**src/rtl/core/bld_ram.sv**
```systemverilog
module bld_ram #(
  parameter int WIDTH = 8,
  parameter int DEPTH = 16
) (
  input  logic                     clk_i,
  input  logic                     we_i,
  input  logic [$clog2(DEPTH)-1:0] addr_i,
  input  logic [WIDTH-1:0]         wdata_i,
  output logic [WIDTH-1:0]         rdata_o
);

  logic [WIDTH-1:0] mem_q [DEPTH];
  logic [WIDTH-1:0] rdata_q;

  always_ff @(posedge clk_i) begin
    if (we_i) begin
      mem_q[addr_i] <= wdata_i;
    end
    rdata_q <= mem_q[addr_i];
  end

  assign rdata_o = rdata_q;

endmodule

```
**config.mk**
```make
export PLATFORM = sky130hd
export DESIGN_NAME = bld_ram
export DESIGN_NICKNAME = d
export VERILOG_FILES = /design/src/rtl/core/bld_ram.sv
export SDC_FILE = /design/constraint.sdc
export NUM_CORES = 1
export LEC_CHECK = 0
export BUFFER_PORTS_ARGS = -buffer_cell sky130_fd_sc_hd__buf_2
export CORE_AREA = 2 2 104 106
export CTS_CLUSTER_DIAMETER = 30
export DETAILED_ROUTE_END_ITERATION = 10
export DIE_AREA = 0 0 106 108
export GPL_TIMING_DRIVEN = 0
export PLACE_DENSITY = 0.78
export SYNTH_ARGS = -nofsm -noshare
export SYNTH_HDL_FRONTEND = slang
export SYNTH_SLANG_ARGS = --single-unit
```
**constraint.sdc**
```tcl
create_clock -name clk_i -period 2.1 [get_ports clk_i]
set_input_delay 0.525 -clock clk_i [delete_from_list [all_inputs] [get_ports clk_i]]
set_output_delay 0.525 -clock clk_i [all_outputs]
set_load 0.05 [all_outputs]
```
==> impl_metrics.py <==
metrics = {
    "yosys": {
        "syn_inst": 230,
        "ys_seq_elements": 136,
        "yosys_warnings": 0,
        "syn-cell-area_um2": 5070,
        "synth_cell_types": 18,
        "synth.avg_cell_area_um2": 22.0,
        "ys_seq_area_share_pct": 79.0,
        "synthesis.nets": 244,
    },
    "place": {
        "place_hpwl_um": 6000,
        "place.gp.congestion": 0.763,
        "place.port_buffers": 19,
    },
    "sta": {
        "report.final.slew_viol_count": 0,
        "timing.hold.ws_ns": 0.429,
        "fin_tns_setup_ns": 0,
        "hold_viol": 0,
        "fin_crit_sh_pct": 98.6,
        "setup_viol": 0,
        "worst_slew_pin_slew_ns": 1.29,
        "post-route-min-period_ns": 2.07,
        "fin_worst_skew_ns": 0.00868,
        "slew_headroom_pct": 13.0,
        "rsz0062_at_grt": "true",
        "clock.fmax_ghz": 0.483,
    },
    "routing": {
        "vias": 2468,
        "first_pass_iters": 5,
        "wl_per_cell_um": 24.7,
        "vias_per_cell": 5.92,
        "drtAntennaViolNets": 0,
        "routed_wl_um": 10300,
        "drt_iter0_drc": 243,
        "drc": 0,
    },
    "critical_path": {
        "arrival_ns": 2.18,
        "crit_chain": "buf_2, or3b_2, nor3_1",
        "critPathLaunch": "addr_i[2]",
        "required_ns": 2.21,
        "crit_type": "in2reg",
        "cp_max_fo": 8,
        "startpoint_type": "input port",
        "r2r_cells": 3,
        "r2r_setup_slack_ns": 0.58,
        "critPathSlowestCell": "nor3_1",
        "worst_path_largest_cell_delay_ns": 0.98,
        "worstReg2RegStart": "mem_q[3][2]",
        "worst_setup_path_end_kind": "register",
        "r2r_end": "rdata_o[2]",
        "crit_end": "mem_q[0][2]",
    },
    "power_and_ir_drop": {
        "power.total_mw": 6.68,
        "ir_drop_v": 0.000504,
        "p_leak_nw": 1.96,
        "p_per_area_nw_per_um2": 1110,
    },
    "finish": {
        "num_antenna_cells": 0,
        "num-fill-cells": 692,
        "area_growth_pct": 18.4,
        "drive_gt1_share_pct": 31.7,
        "nets": 282,
    },
    "global_routing": {
        "grt_max_degree": 17,
        "antenna_found_initial": 0,
        "grt_pass1_vias": 2523,
        "track_usage_pct": 19.4,
        "grt_pass1_wl_um": 15400,
        "overflow": 0,
    },
    "clock_tree": {
        "clk_pin_slew_ns": 0.06,
        "cts.sinks": 136,
        "cts_buffer_depth": 2,
        "numCtsBuffers": 17,
        "clock_latency_ns": 0.51,
        "cts_tree": "done",
        "root_buffer": "clkbuf_8",
        "post-cts-setup-buffers": 0,
        "h-tree-depth": 4,
    },
    "floorplan": {
        "die_w_um": 106,
        "num_rows": 37,
        "die-area_um2": 11400,
        "core-area_um2": 10200,
        "start_util_pct": 49.5,
        "die_h_um": 108,
        "ios": 22,
    },
    "hold_path": {
        "hold_path_class": "in2reg",
        "min-delay-start": "wdata_i[2]",
    },
    "status": {
        "outcome": "complete, no violations",
    },
    "run": {
        "maxCapViolCount": 0,
    },
}
-- worst max-delay path: cells and delay by family --
family	cells	cell delay, ns
buf+inv	1	0.16
simple gates	2	1.50
-- cells by family after synthesis --
group / share of synthesized area (%)
mux: 14.2
buf+inv: 1.19
compound gates: 2.37
simple gates: 3.21
flops: 79.0
-- placed cells by master, fill, tap and decap left out --
cell / count
clkbuf_16: 16
clkinv_4: 3
clkinv_1: 1
nand3_1: 1
nor2_2: 2
and2_1: 1
nand2_1: 9
edfxtp_1: 128
buf_1: 4
clkbuf_1: 3
nand2b_1: 2
nor2_1: 11
dfxtp_1: 8
buf_6: 2
a22oi_1: 16
buf_2: 21
clkbuf_8: 1
mux4_2: 32
inv_6: 3
nor2b_1: 2
nand3b_1: 2
clkbuf_2: 1
nor3_1: 4
or3b_2: 1
bufinv_16: 6
clkinvlp_4: 1
-- what timing repair did --
| action | 4_1_cts | 5_1_grt |
|---|---|---|
| resized for setup | 0 | 2 |
| hold buffers | 0 | 0 |
| endpoints found under the setup margin | 0 | 16 |
-- layout make-up --
class                           count  area [µm²]  area share (%)
Tap cell                          136         170            2.84
Clock inverter                     14         244            4.07
Clock buffer                       18         418            6.97
Sequential cell                   136        4000            66.7
Buffer                             11        60.1            1.00
Multi-Input combinational cell     83        1010            16.8
Timing Repair Buffer               19        95.1            1.58
-- Yosys cell counts --
cell type  number  area [µm²]
a22oi_1        16         120
and2_1          1        6.26
buf_1           4        15.0
buf_2           2        10.0
buf_6           2        22.5
clkbuf_1        2        7.51
clkbuf_2        1        5.00
dfxtp_1         8         160
edfxtp_1      128        3840
mux4_2         32         721
nand2_1         9        33.8
nand2b_1        2        12.5
nand3_1         1        5.00
nand3b_1        2        15.0
nor2_1         13        48.8
nor2b_1         2        12.5
nor3_1          4        20.0
or3b_2          1        8.76
-- metal layers --
layer | wire (µm) | vias up | global-route usage [%] | part of all wire [%]
li1 | - | 1036 | - | -
met1 | 4090 | 1256 | 25.7 | 40
met2 | 5090 | 154 | 31.4 | 50
met3 | 768 | 22 | 4.28 | 7.5
met4 | 335 | 0 | 8.46 | 3.3
met5 | 0 | - | 0 | 0
-- where the power goes --
group | switching, mW | internal (mW)
Sequential | 0.0168 | 3.04
Combinational | 0.239 | 0.115
Clock | 1.09 | 2.18
-- metrics by stage --
step / utilization, % / std cells / setup WS (ns) / instance area, µm²
floorplan: - / 230 / 0.0820 / 5070
CTS: 58.6 / 417 / 0.0468 / 5990
finish: 58.6 / 417 / 0.0296 / 6000
global placement: 52.1 / 385 / -0.483 / 5330
global route: 58.6 / 417 / -0.0143 / 6000
detailed placement: 52.1 / 385 / -0.508 / 5330
-- registers in the layout, summed over array words and instances, names as in the netlist --
register,cells
rdata_o,8
mem_q,128
-- worst min path at each step --
stage                        to  slack, ns  cells after the start
global placement     rdata_o[1]       0.68                      3
CTS                 mem_q[6][5]       0.42                      1
global route        mem_q[7][5]       0.41                      1
finish              mem_q[7][2]       0.43                      1
floorplan           mem_q[0][0]       0.62                      0
detailed placement   rdata_o[5]       0.69                      3
(Power assumes the default switching activity.)
