==> config.mk <==
export PLATFORM = sky130hd
export DESIGN_NAME = bld_ratio
export DESIGN_NICKNAME = d
export VERILOG_FILES = /design/src/rtl/core/bld_pkg.sv /design/src/rtl/core/bld_ratio.sv
export SDC_FILE = /design/constraint.sdc
export NUM_CORES = 1
export LEC_CHECK = 0
export BUFFER_PORTS_ARGS = -buffer_cell sky130_fd_sc_hd__buf_2
export CORE_ASPECT_RATIO = 1.1
export CORE_MARGIN = 2
export CORE_UTILIZATION = 30
export CTS_BUF_LIST = sky130_fd_sc_hd__clkbuf_4
export DETAILED_ROUTE_END_ITERATION = 16
export GPL_TIMING_DRIVEN = 0
export HOLD_SLACK_MARGIN = 0.05
export PLACE_DENSITY_LB_ADDON = 0.2
export SLEW_MARGIN = 20
export SYNTH_ARGS = -nofsm -noshare
export SYNTH_HDL_FRONTEND = slang
export SYNTH_SLANG_ARGS = --single-unit
export TNS_END_PERCENT = 10
==> constraint.sdc <==
create_clock -name clk_i -period 5.1 [get_ports clk_i]
set_input_delay 0 -clock clk_i [delete_from_list [all_inputs] [get_ports clk_i]]
set_output_delay 0 -clock clk_i [all_outputs]
set_load 0.03 [all_outputs]
==> src/rtl/core/bld_pkg.sv <==
package bld_pkg;

  localparam int MAX_WIDTH    = 256;
  localparam int MAX_HEIGHT   = 256;
  localparam int MAX_CHANNELS = 4;
  localparam int NUM_CH       = 4;

  localparam int POS_W    = 8;
  localparam int SAMPLE_W = 16;
  localparam int CFG_W    = 9;
  localparam int CHN_W    = 3;
  localparam int FRAC_W   = 16;
  localparam int WGT_W    = FRAC_W + 1;
  localparam int STEP_W   = 26;
  localparam int PROD_W   = POS_W + STEP_W;
  localparam int IDX_W    = PROD_W - FRAC_W;
  localparam int X_W      = $clog2(MAX_WIDTH);
  localparam int Y_W      = $clog2(MAX_HEIGHT);
  localparam int DEPTH    = MAX_WIDTH * MAX_HEIGHT;
  localparam int ADDR_W   = $clog2(DEPTH);
  localparam int PIX_W    = MAX_CHANNELS * SAMPLE_W;
  localparam int NUM_W    = CFG_W + FRAC_W;
  localparam int DCNT_W   = $clog2(NUM_W);
  localparam int H_W      = 2 * SAMPLE_W;
  localparam int ACC_W    = H_W + FRAC_W;

  localparam int APB_AW = 5;
  localparam int APB_DW = 32;
  localparam int REG_W  = APB_AW - 2;

  localparam logic [REG_W-1:0] REG_IN_WIDTH   = 3'd0;
  localparam logic [REG_W-1:0] REG_IN_HEIGHT  = 3'd1;
  localparam logic [REG_W-1:0] REG_OUT_WIDTH  = 3'd2;
  localparam logic [REG_W-1:0] REG_OUT_HEIGHT = 3'd3;
  localparam logic [REG_W-1:0] REG_CHANNELS   = 3'd4;

  localparam logic OP_LOAD    = 1'b0;
  localparam logic OP_COMPUTE = 1'b1;

  localparam int IN_WIDTH_RST   = 256;
  localparam int IN_HEIGHT_RST  = 256;
  localparam int OUT_WIDTH_RST  = 128;
  localparam int OUT_HEIGHT_RST = 128;
  localparam int CHANNELS_RST   = 1;

  localparam logic [STEP_W-1:0] STEP_X_RST =
    STEP_W'(((IN_WIDTH_RST - 1) << FRAC_W) / OUT_WIDTH_RST);
  localparam logic [STEP_W-1:0] STEP_Y_RST =
    STEP_W'(((IN_HEIGHT_RST - 1) << FRAC_W) / OUT_HEIGHT_RST);

  localparam logic [WGT_W-1:0] WGT_ONE = {1'b1, {FRAC_W{1'b0}}};

  typedef struct packed {
    logic              busy;
    logic              done;
    logic [STEP_W-1:0] quo;
  } bld_div_t;

  typedef struct packed {
    logic       valid;
    logic [1:0] nbr;
  } bld_rd_t;

  typedef struct packed {
    logic [FRAC_W-1:0] fx;
    logic [FRAC_W-1:0] fy;
  } bld_frac_t;

endpackage

==> src/rtl/core/bld_ratio.sv <==
module bld_ratio (
  input  logic                      clk_i,
  input  logic                      rst_ni,
  input  logic                      start_i,
  input  logic [bld_pkg::CFG_W-1:0] size_i,
  input  logic [bld_pkg::CFG_W-1:0] out_size_i,
  output bld_pkg::bld_div_t         div_o
);
  import bld_pkg::*;

  logic              busy_q, busy_d;
  logic              done_q, done_d;
  logic [DCNT_W-1:0] cnt_q, cnt_d;
  logic [NUM_W-1:0]  quo_q, quo_d;
  logic [CFG_W-1:0]  rem_q, rem_d;
  logic [CFG_W-1:0]  den_q, den_d;
  logic [CFG_W:0]    rem_sh;
  logic [CFG_W:0]    rem_sub;
  logic              ge;
  logic [CFG_W-1:0]  n_m1;

  always_comb begin
    n_m1    = (size_i == '0) ? '0 : size_i - 1'b1;
    rem_sh  = {rem_q, quo_q[NUM_W-1]};
    ge      = rem_sh >= {1'b0, den_q};
    rem_sub = rem_sh - {1'b0, den_q};
    busy_d  = busy_q;
    done_d  = 1'b0;
    cnt_d   = cnt_q;
    quo_d   = quo_q;
    rem_d   = rem_q;
    den_d   = den_q;
    if (start_i) begin
      busy_d = 1'b1;
      cnt_d  = '0;
      quo_d  = {n_m1, {FRAC_W{1'b0}}};
      rem_d  = '0;
      den_d  = (out_size_i == '0) ? CFG_W'(1) : out_size_i;
    end else if (busy_q) begin
      quo_d = {quo_q[NUM_W-2:0], ge};
      rem_d = ge ? rem_sub[CFG_W-1:0] : rem_sh[CFG_W-1:0];
      cnt_d = cnt_q + 1'b1;
      if (cnt_q == DCNT_W'(NUM_W - 1)) begin
        busy_d = 1'b0;
        done_d = 1'b1;
      end
    end
  end

  always_ff @(posedge clk_i or negedge rst_ni) begin
    if (!rst_ni) begin
      busy_q <= 1'b0;
      done_q <= 1'b0;
      cnt_q  <= '0;
    end else begin
      busy_q <= busy_d;
      done_q <= done_d;
      cnt_q  <= cnt_d;
    end
  end

  always_ff @(posedge clk_i) begin
    quo_q <= quo_d;
    rem_q <= rem_d;
    den_q <= den_d;
  end

  assign div_o.busy = busy_q;
  assign div_o.done = done_q;
  assign div_o.quo  = STEP_W'(quo_q);

endmodule

==> run_results.csv, run 1 <==
group,metric,value,unit
outcome,status,"completed",
timing,setup_viol,0,
worst_setup_path,critPathArrivalTime,2.81,ns
timing,layout_min_cycle_time,2.52,ns
synthesis,ys_warn_count,0,
synthesis,synth_cell_types,50,
detailed_routing,route.met3.wl,178,um
worst_setup_path,cp_cell_sequence,"inv_1 > ha_1 > inv_1 > fa_1 > a21o_1 > o211ai_1 > o211a_4 > mux2_2 > a211oi_1",
worst_setup_path,worst_setup_path_end_kind,"flop",
final_layout,layout_common_cells,"buf_2, nor2_1, dfxtp_1, mux2i_1, dlygate4sd3_1",
worst_setup_path,cpMostUsedCell,"inv_1",
worst_setup_path,cp_slowest_cell,"edfxtp_1",
synthesis,synth_edf_count,18,
worst_setup_path,crit_buf_inv,2,
final_layout,fin_area,3230,um^2
detailed_routing,ant_nets,0,
worst_setup_path,crit_start,"quo_q[24]",
placement,io_buffers,47,
hold_path,min_path_type,"in -> reg",
global_routing,grt_usage,13.3,%
timing,slew_headroom,51.1,%
floorplanning,die_x,92.8,um
global_routing,grt_pass1_wl,10.1,mm
cts,cts_buffers,5,
synthesis,ys.flop_type,"dfxtp_1",
timing,hold_violations,0,
global_routing,grt_overflow,0,
cts,clock_latency,0.37,ns
detailed_routing,detail_route.vias_per_cell,4.67,
final_layout,fill_cells,884,
detailed_routing,wl_met2,2.92,mm
detailed_routing,drt-met1-wl,2.70,mm
cts,clk_transition_reported_paths,0.16,ns
worst_setup_path,r2r_cells,9,
detailed_routing,firstDrtPassIters,4,
cts,cts_sinks,50,
worst_setup_path,cp_top_family,"compound AO/OA/AOI/OAI gates",
detailed_routing,drc,0,
final_layout,nets,362,
cts,clockBufferDepth,2,
synthesis,synth_top_area_share,20.8,%
detailed_routing,num_vias,2058,
final_layout,layout-drive-gt1-share,21.9,%
synthesis,netlist_top_cells_area,"edfxtp_1, dfxtp_1, mux2i_1",
floorplanning,die_h,102,um
synthesis,ys_async_sr_fraction,14.0,%
placement,place_area,2980,um^2
floorplanning,dieArea,9440,um^2
timing,fmax,0.396,GHz
floorplanning,ios,49,
worst_setup_path,cp_max_fo,5,
detailed_routing,wl_per_cell,13.3,um
worst_setup_path,r2r-start,"quo_q[24]",
synthesis,yosys.area.top_type,"edfxtp_1",
flow_run,cap_violations,0,
synthesis,synth_cells,255,
final_layout,area_growth_syn_to_layout,24.0,%
timing,final.setup.tns,0,ns
power,ir_drop,0.126,mV
detailed_routing,top_layer,"met4",
worst_setup_path,crit_path_max_incr_delay,0.46,ns
timing,skew,0.0164,ns
cts,cts_resized,0,
synthesis,synth_seq_cells,50,
power,power_density,349,nW/um^2
detailed_routing,wirelength,5.85,mm
worst_setup_path,cp.depth,9,
cts,root_buffer,"clkbuf_4",
placement,place_congestion,0.750,
placement,dpl.hpwl,4.25,mm
detailed_routing,drt_iter0_markers,70,
timing,worstMarginPinSlew,0.733,ns
final_layout,post-route-util,38.4,%
timing,fin_crit_sh,49.5,%
worst_setup_path,worstSetupEndpoint,"rem_q[0]",
power,p_total,1.13,mW
global_routing,antenna_found_initial,1,
global_routing,grt_pass1_vias,2095,
floorplanning,num_rows,35,
worst_setup_path,required,5.39,ns
floorplanning,initial_utilization,31.0,%
final_layout,final_common_cell,"buf_2",
floorplanning,coreArea,8410,um^2
synthesis,synth_fp_nets,289,
worst_setup_path,reg2reg_setup_slack,2.58,ns
global_routing,grt_max_degree,16,
timing,slew_violations,0,
cts,cts_htree_levels,2,
cts,cts_tree,"yes",
timing,finalWorstSetupSlack,2.58,ns
timing,rsz0062_at_grt,"no",
worst_setup_path,path_class,"reg -> reg",
worst_setup_path,critPathLaunchType,"flop",
synthesis,syn_area,2600,um^2
power,p_leak,1.53,nW
synthesis,synth_area_per_cell,10.2,um^2
placement,dp_slack,2.61,ns
worst_setup_path,rr_endpoint,"rem_q[0]",
synthesis,ys_seq_area_share,46.7,%
[worst min-delay path by stage]
stage / startpoint / endpoint / slack, ns / cells past startpoint
2_1_floorplan: rst_ni / busy_q / -0.30 / 0
4_1_cts: size_i[3] / quo_q[19] / 0.07 / 3
6_report: size_i[3] / quo_q[19] / 0.08 / 3
3_5_place_dp: rst_ni / cnt_q[3] / -0.15 / 1
5_1_grt: size_i[3] / quo_q[19] / 0.09 / 3
3_3_place_gp: rst_ni / cnt_q[3] / -0.15 / 1
[cell families after synthesis]
logic type / count (synthesis) / share of synthesized area (%)
other cells: 1 / 0.144
mux: 22 / 8.55
flops: 50 / 46.7
compound gates: 48 / 13.6
xor+xnor: 13 / 4.37
simple gates: 70 / 13.3
fa+ha+maj: 13 / 6.54
buf+inv: 38 / 6.73
[state kept, by name, summed over array words and instances, names as in the netlist]
register	count
cnt_q	5
rem_q	9
quo_q	25
done_q	1
busy_q	1
den_q	9
[layer usage]
metal / vias to the layer above / GRT usage, %
met5: - / 0
met4: 0 / 4.19
met3: 2 / 2.01
met2: 34 / 23.3
met1: 989 / 17.0
li1: 1033 / -
[what timing repair did]
action | in CTS | in global routing
hold buffers | 19 | 0
hold endpoints to repair | 32 | 0
setup buffers | 0 | 0
[area by class of cell]
type	instances	area [um^2]	area share, %
inverters	16	60.1	1.86
multi-input cells	167	1210	37.6
clock inverters	2	12.5	0.388
diodes	1	2.50	0.0775
plain buffers	22	115	3.57
flip-flops and latches	50	1220	37.7
repair buffers	66	425	13.2
clock buffers	6	45.0	1.40
well taps	111	139	4.30
[synth_stat cells, drive strengths merged, types with 2 or more instances]
cell,number
nand4,2
buf,9
mux2i,20
o21bai,2
nor2,29
edfxtp,18
and3,5
nor3,2
nand2,13
a31oi,2
xor2,7
clkbuf,13
nand3,2
inv,16
a21o,5
a32o,2
dfrtp,7
dfxtp,25
nand2b,4
ha,12
mux2,2
nor2b,2
nor4,3
a211oi,7
xnor2,6
o21ai,15
nor3b,2
a32oi,3
a21oi,5
[power breakdown]
group	total [mW]	leakage, nW	internal, mW	switching [mW]
sequential	0.504	0.481	0.464	0.0404
clock	0.196	0.0364	0.0607	0.135
combinational	0.427	1.02	0.198	0.228
total	1.13	1.53	0.722	0.404
[stage by stage]
stage / hold WS [ns] / std cells
floorplan: -0.296 / 255
CTS: 0.0683 / 440
global route: 0.0870 / 441
detailed placement: -0.154 / 413
global placement: -0.154 / 413
finish: 0.0798 / 441
[worst reg2reg max path: cells and delay by family (launching register included)]
family                     cells  cell delay [ns]
DFF                            1             0.46
adders and majority gates      2             0.56
muxes                          1             0.36
AOI/OAI and AO/OA              4             0.90
buffers and inverters          2             0.16
Note: power is estimated with default switching activity, not from simulation.
==> inputs of run 2 (changes only) <==
- clock period: 5.1 -> 2.11 ns (I/O delays scaled with it)
==> run 2 against run 1 <==
Compared with the run above: the run now ends with setup timing left; count of clock-buffer cells in the layout fell by 1; largest cell class is now multi-input combinational cells; design area rose by 3.4%; hold slack lost 0.011 ns.
==> run_results.csv, run 2 (synthesis results as in run 1) <==
group,metric,value,unit
final_layout,largest_reg_flops,25,
worst_setup_path,cp_slowest_cell,"edfxtp_1",
placement,dpl.hpwl,4.22,mm
worst_setup_path,crit_path_max_incr_delay,0.44,ns
timing,fmax,0.443,GHz
flow_run,cap_violations,0,
cts,cts_tree,"yes",
global_routing,antenna_found_initial,0,
detailed_routing,ant_nets,0,
timing,finalWorstSetupSlack,-0.148,ns
detailed_routing,num_vias,2055,
cts,cts_htree_levels,2,
timing,skew,0.0102,ns
detailed_routing,firstDrtPassIters,4,
power,p_leak,1.57,nW
global_routing,grt_usage,12.9,%
power,switching_power,1.02,mW
detailed_routing,detail_route.vias_per_cell,4.62,
final_layout,nets,367,
floorplanning,num_rows,35,
final_layout,largestRegisters,"quo_q (25), den_q (9), rem_q (9)",
worst_setup_path,cpMostUsedCell,"inv_2",
final_layout,final_common_cell,"buf_2",
cts,root_buffer,"clkbuf_4",
final_layout,layout-drive-gt1-share,24.9,%
power,p_int,2.03,mW
floorplanning,dieArea,9440,um^2
outcome,violations,"setup timing",
power,power_frac_seq,39.9,%
worst_setup_path,required,2.37,ns
worst_setup_path,cp_max_fo,7,
floorplanning,ios,49,
outcome,status,"finished with violations",
cts,cts_buffers,5,
final_layout,diodes,0,
cts,clk_transition_reported_paths,0.16,ns
timing,fin_crit_sh,107,%
global_routing,grt_pass1_wl,9.67,mm
power,switching_share,33.3,%
timing,rsz0062_at_grt,"yes",
hold_path,min_path_type,"in -> reg",
cts,cts_sinks,50,
timing,hold_violations,0,
worst_setup_path,cp_top_family,"compound AO/OA/AOI/OAI gates",
power,power_density,914,nW/um^2
power,combPwrFrac,37.0,%
worst_setup_path,critPathArrivalTime,2.52,ns
final_layout,fin_area,3340,um^2
timing,worstMarginPinSlew,0.711,ns
worst_setup_path,worst_setup_path_end_kind,"flop",
final_layout,layout_common_cells,"buf_2, nor2_1, dfxtp_1, mux2i_1, dlygate4sd3_1",
detailed_routing,wirelength,5.86,mm
detailed_routing,drc,0,
timing,slew_headroom,52.6,%
worst_setup_path,critPathLaunchType,"flop",
worst_setup_path,crit_buf_inv,3,
power,ir_drop,0.330,mV
floorplanning,die_h,102,um
worst_setup_path,cp_cell_sequence,"inv_2 > ha_4 > inv_2 > fa_2 > a21o_1 > o211ai_1 > o211a_4 > buf_8 > mux2i_2 > a211oi_2",
placement,place_area,2990,um^2
floorplanning,initial_utilization,31.0,%
timing,final.setup.tns,-0.939,ns
floorplanning,die_x,92.8,um
cts,clock_latency,0.37,ns
detailed_routing,wl_per_cell,13.2,um
placement,place_congestion,0.765,
global_routing,grt_pass1_vias,1984,
placement,io_buffers,47,
global_routing,grt_max_degree,17,
cts,clockBufferDepth,2,
timing,layout_min_cycle_time,2.26,ns
worst_setup_path,path_class,"reg -> reg",
floorplanning,coreArea,8410,um^2
final_layout,largest-register,"quo_q",
global_routing,grt_overflow,0,
detailed_routing,drt_iter0_markers,65,
timing,setup_viol,9,
timing,slew_violations,0,
final_layout,area_growth_syn_to_layout,28.3,%
power,clock_power_share,23.1,%
[run 2: cell count changes in the layout (fill, tap and decap cells not counted), moves of 2 or more]
cell	previous run	this run
buf_4	3	8
bufinv_16	0	2
inv_1	16	14
o21ai_0	14	10
o21ai_1	0	4
[run 2: power groups by stage]
stage	Combinational, mW	Clock [mW]	Sequential (mW)
2_1_floorplan	0.731	0	1.28
3_3_place_gp	1.01	0	1.24
5_1_grt	1.26	0.757	1.23
4_1_cts	1.13	0.720	1.22
6_report	1.13	0.705	1.22
3_5_place_dp	1.02	0	1.24
[run 2: worst reg2reg max path: stages, from the launching register on]
cell	delay, ns
edfxtp_1	0.44
inv_2	0.11
ha_4	0.14
inv_2	0.03
fa_2	0.34
a21o_1	0.19
o211ai_1	0.22
o211a_4	0.24
buf_8	0.13
mux2i_2	0.22
a211oi_2	0.08
[run 2: area by class of cell]
| type | instances | area, um^2 |
|---|---|---|
| Fill cell | 882 | 5070 |
| Multi-Input combinational cell | 167 | 1240 |
| Sequential cell | 50 | 1220 |
| Timing Repair Buffer | 71 | 463 |
| Tap cell | 111 | 139 |
| Buffer | 22 | 115 |
| Clock inverter | 3 | 68.8 |
| Inverter | 16 | 60.1 |
| Clock buffer | 5 | 37.5 |
[run 2: worst paths after layout]
| kind | start | end | slack, ns | depth (start not counted) |
|---|---|---|---|---|
| hold reg to reg | rem_q[2] | rem_q[2] | 0.50 | 2 |
| hold / removal | size_i[3] | quo_q[19] | 0.07 | 3 |
| setup reg to reg | quo_q[24] | rem_q[3] | -0.15 | 10 |
| min in group asynchronous | rst_ni | cnt_q[0] | 0.56 | 3 |
| max in group asynchronous | rst_ni | cnt_q[3] | 1.30 | 3 |
| setup / recovery | quo_q[24] | rem_q[3] | -0.15 | 10 |
[run 2: per-layer routing]
layer / share of wire, % / global-route usage [%] / up-vias
met4: 1.2 / 4.52 / 0
met5: 0 / 0 / -
met3: 2.5 / 2.38 / 4
met1: 47 / 16.5 / 966
met2: 50 / 22.0 / 36
li1: - / - / 1049
[run 2: repair_timing]
action	4_1_cts	5_1_grt
pin swaps	5	0
setup endpoints to repair	10	10
buffers inserted	5	0
hold endpoints to repair	31	0
gates resized for setup	7	0
hold buffers	19	0
gates cloned	0	0
[run 2: metrics by stage]
stage / worst slack [ns] / total power [mW] / cells / hold slack [ns] / utilization, %
2_1_floorplan: -0.239 / 2.01 / 255 / -0.296 / -
3_3_place_gp: -0.251 / 2.25 / 413 / -0.154 / 35.6
3_5_place_dp: -0.284 / 2.26 / 413 / -0.150 / 35.6
4_1_cts: -0.140 / 3.07 / 445 / 0.0582 / 39.7
5_1_grt: -0.291 / 3.25 / 445 / 0.0940 / 39.7
6_report: -0.148 / 3.05 / 445 / 0.0689 / 39.7
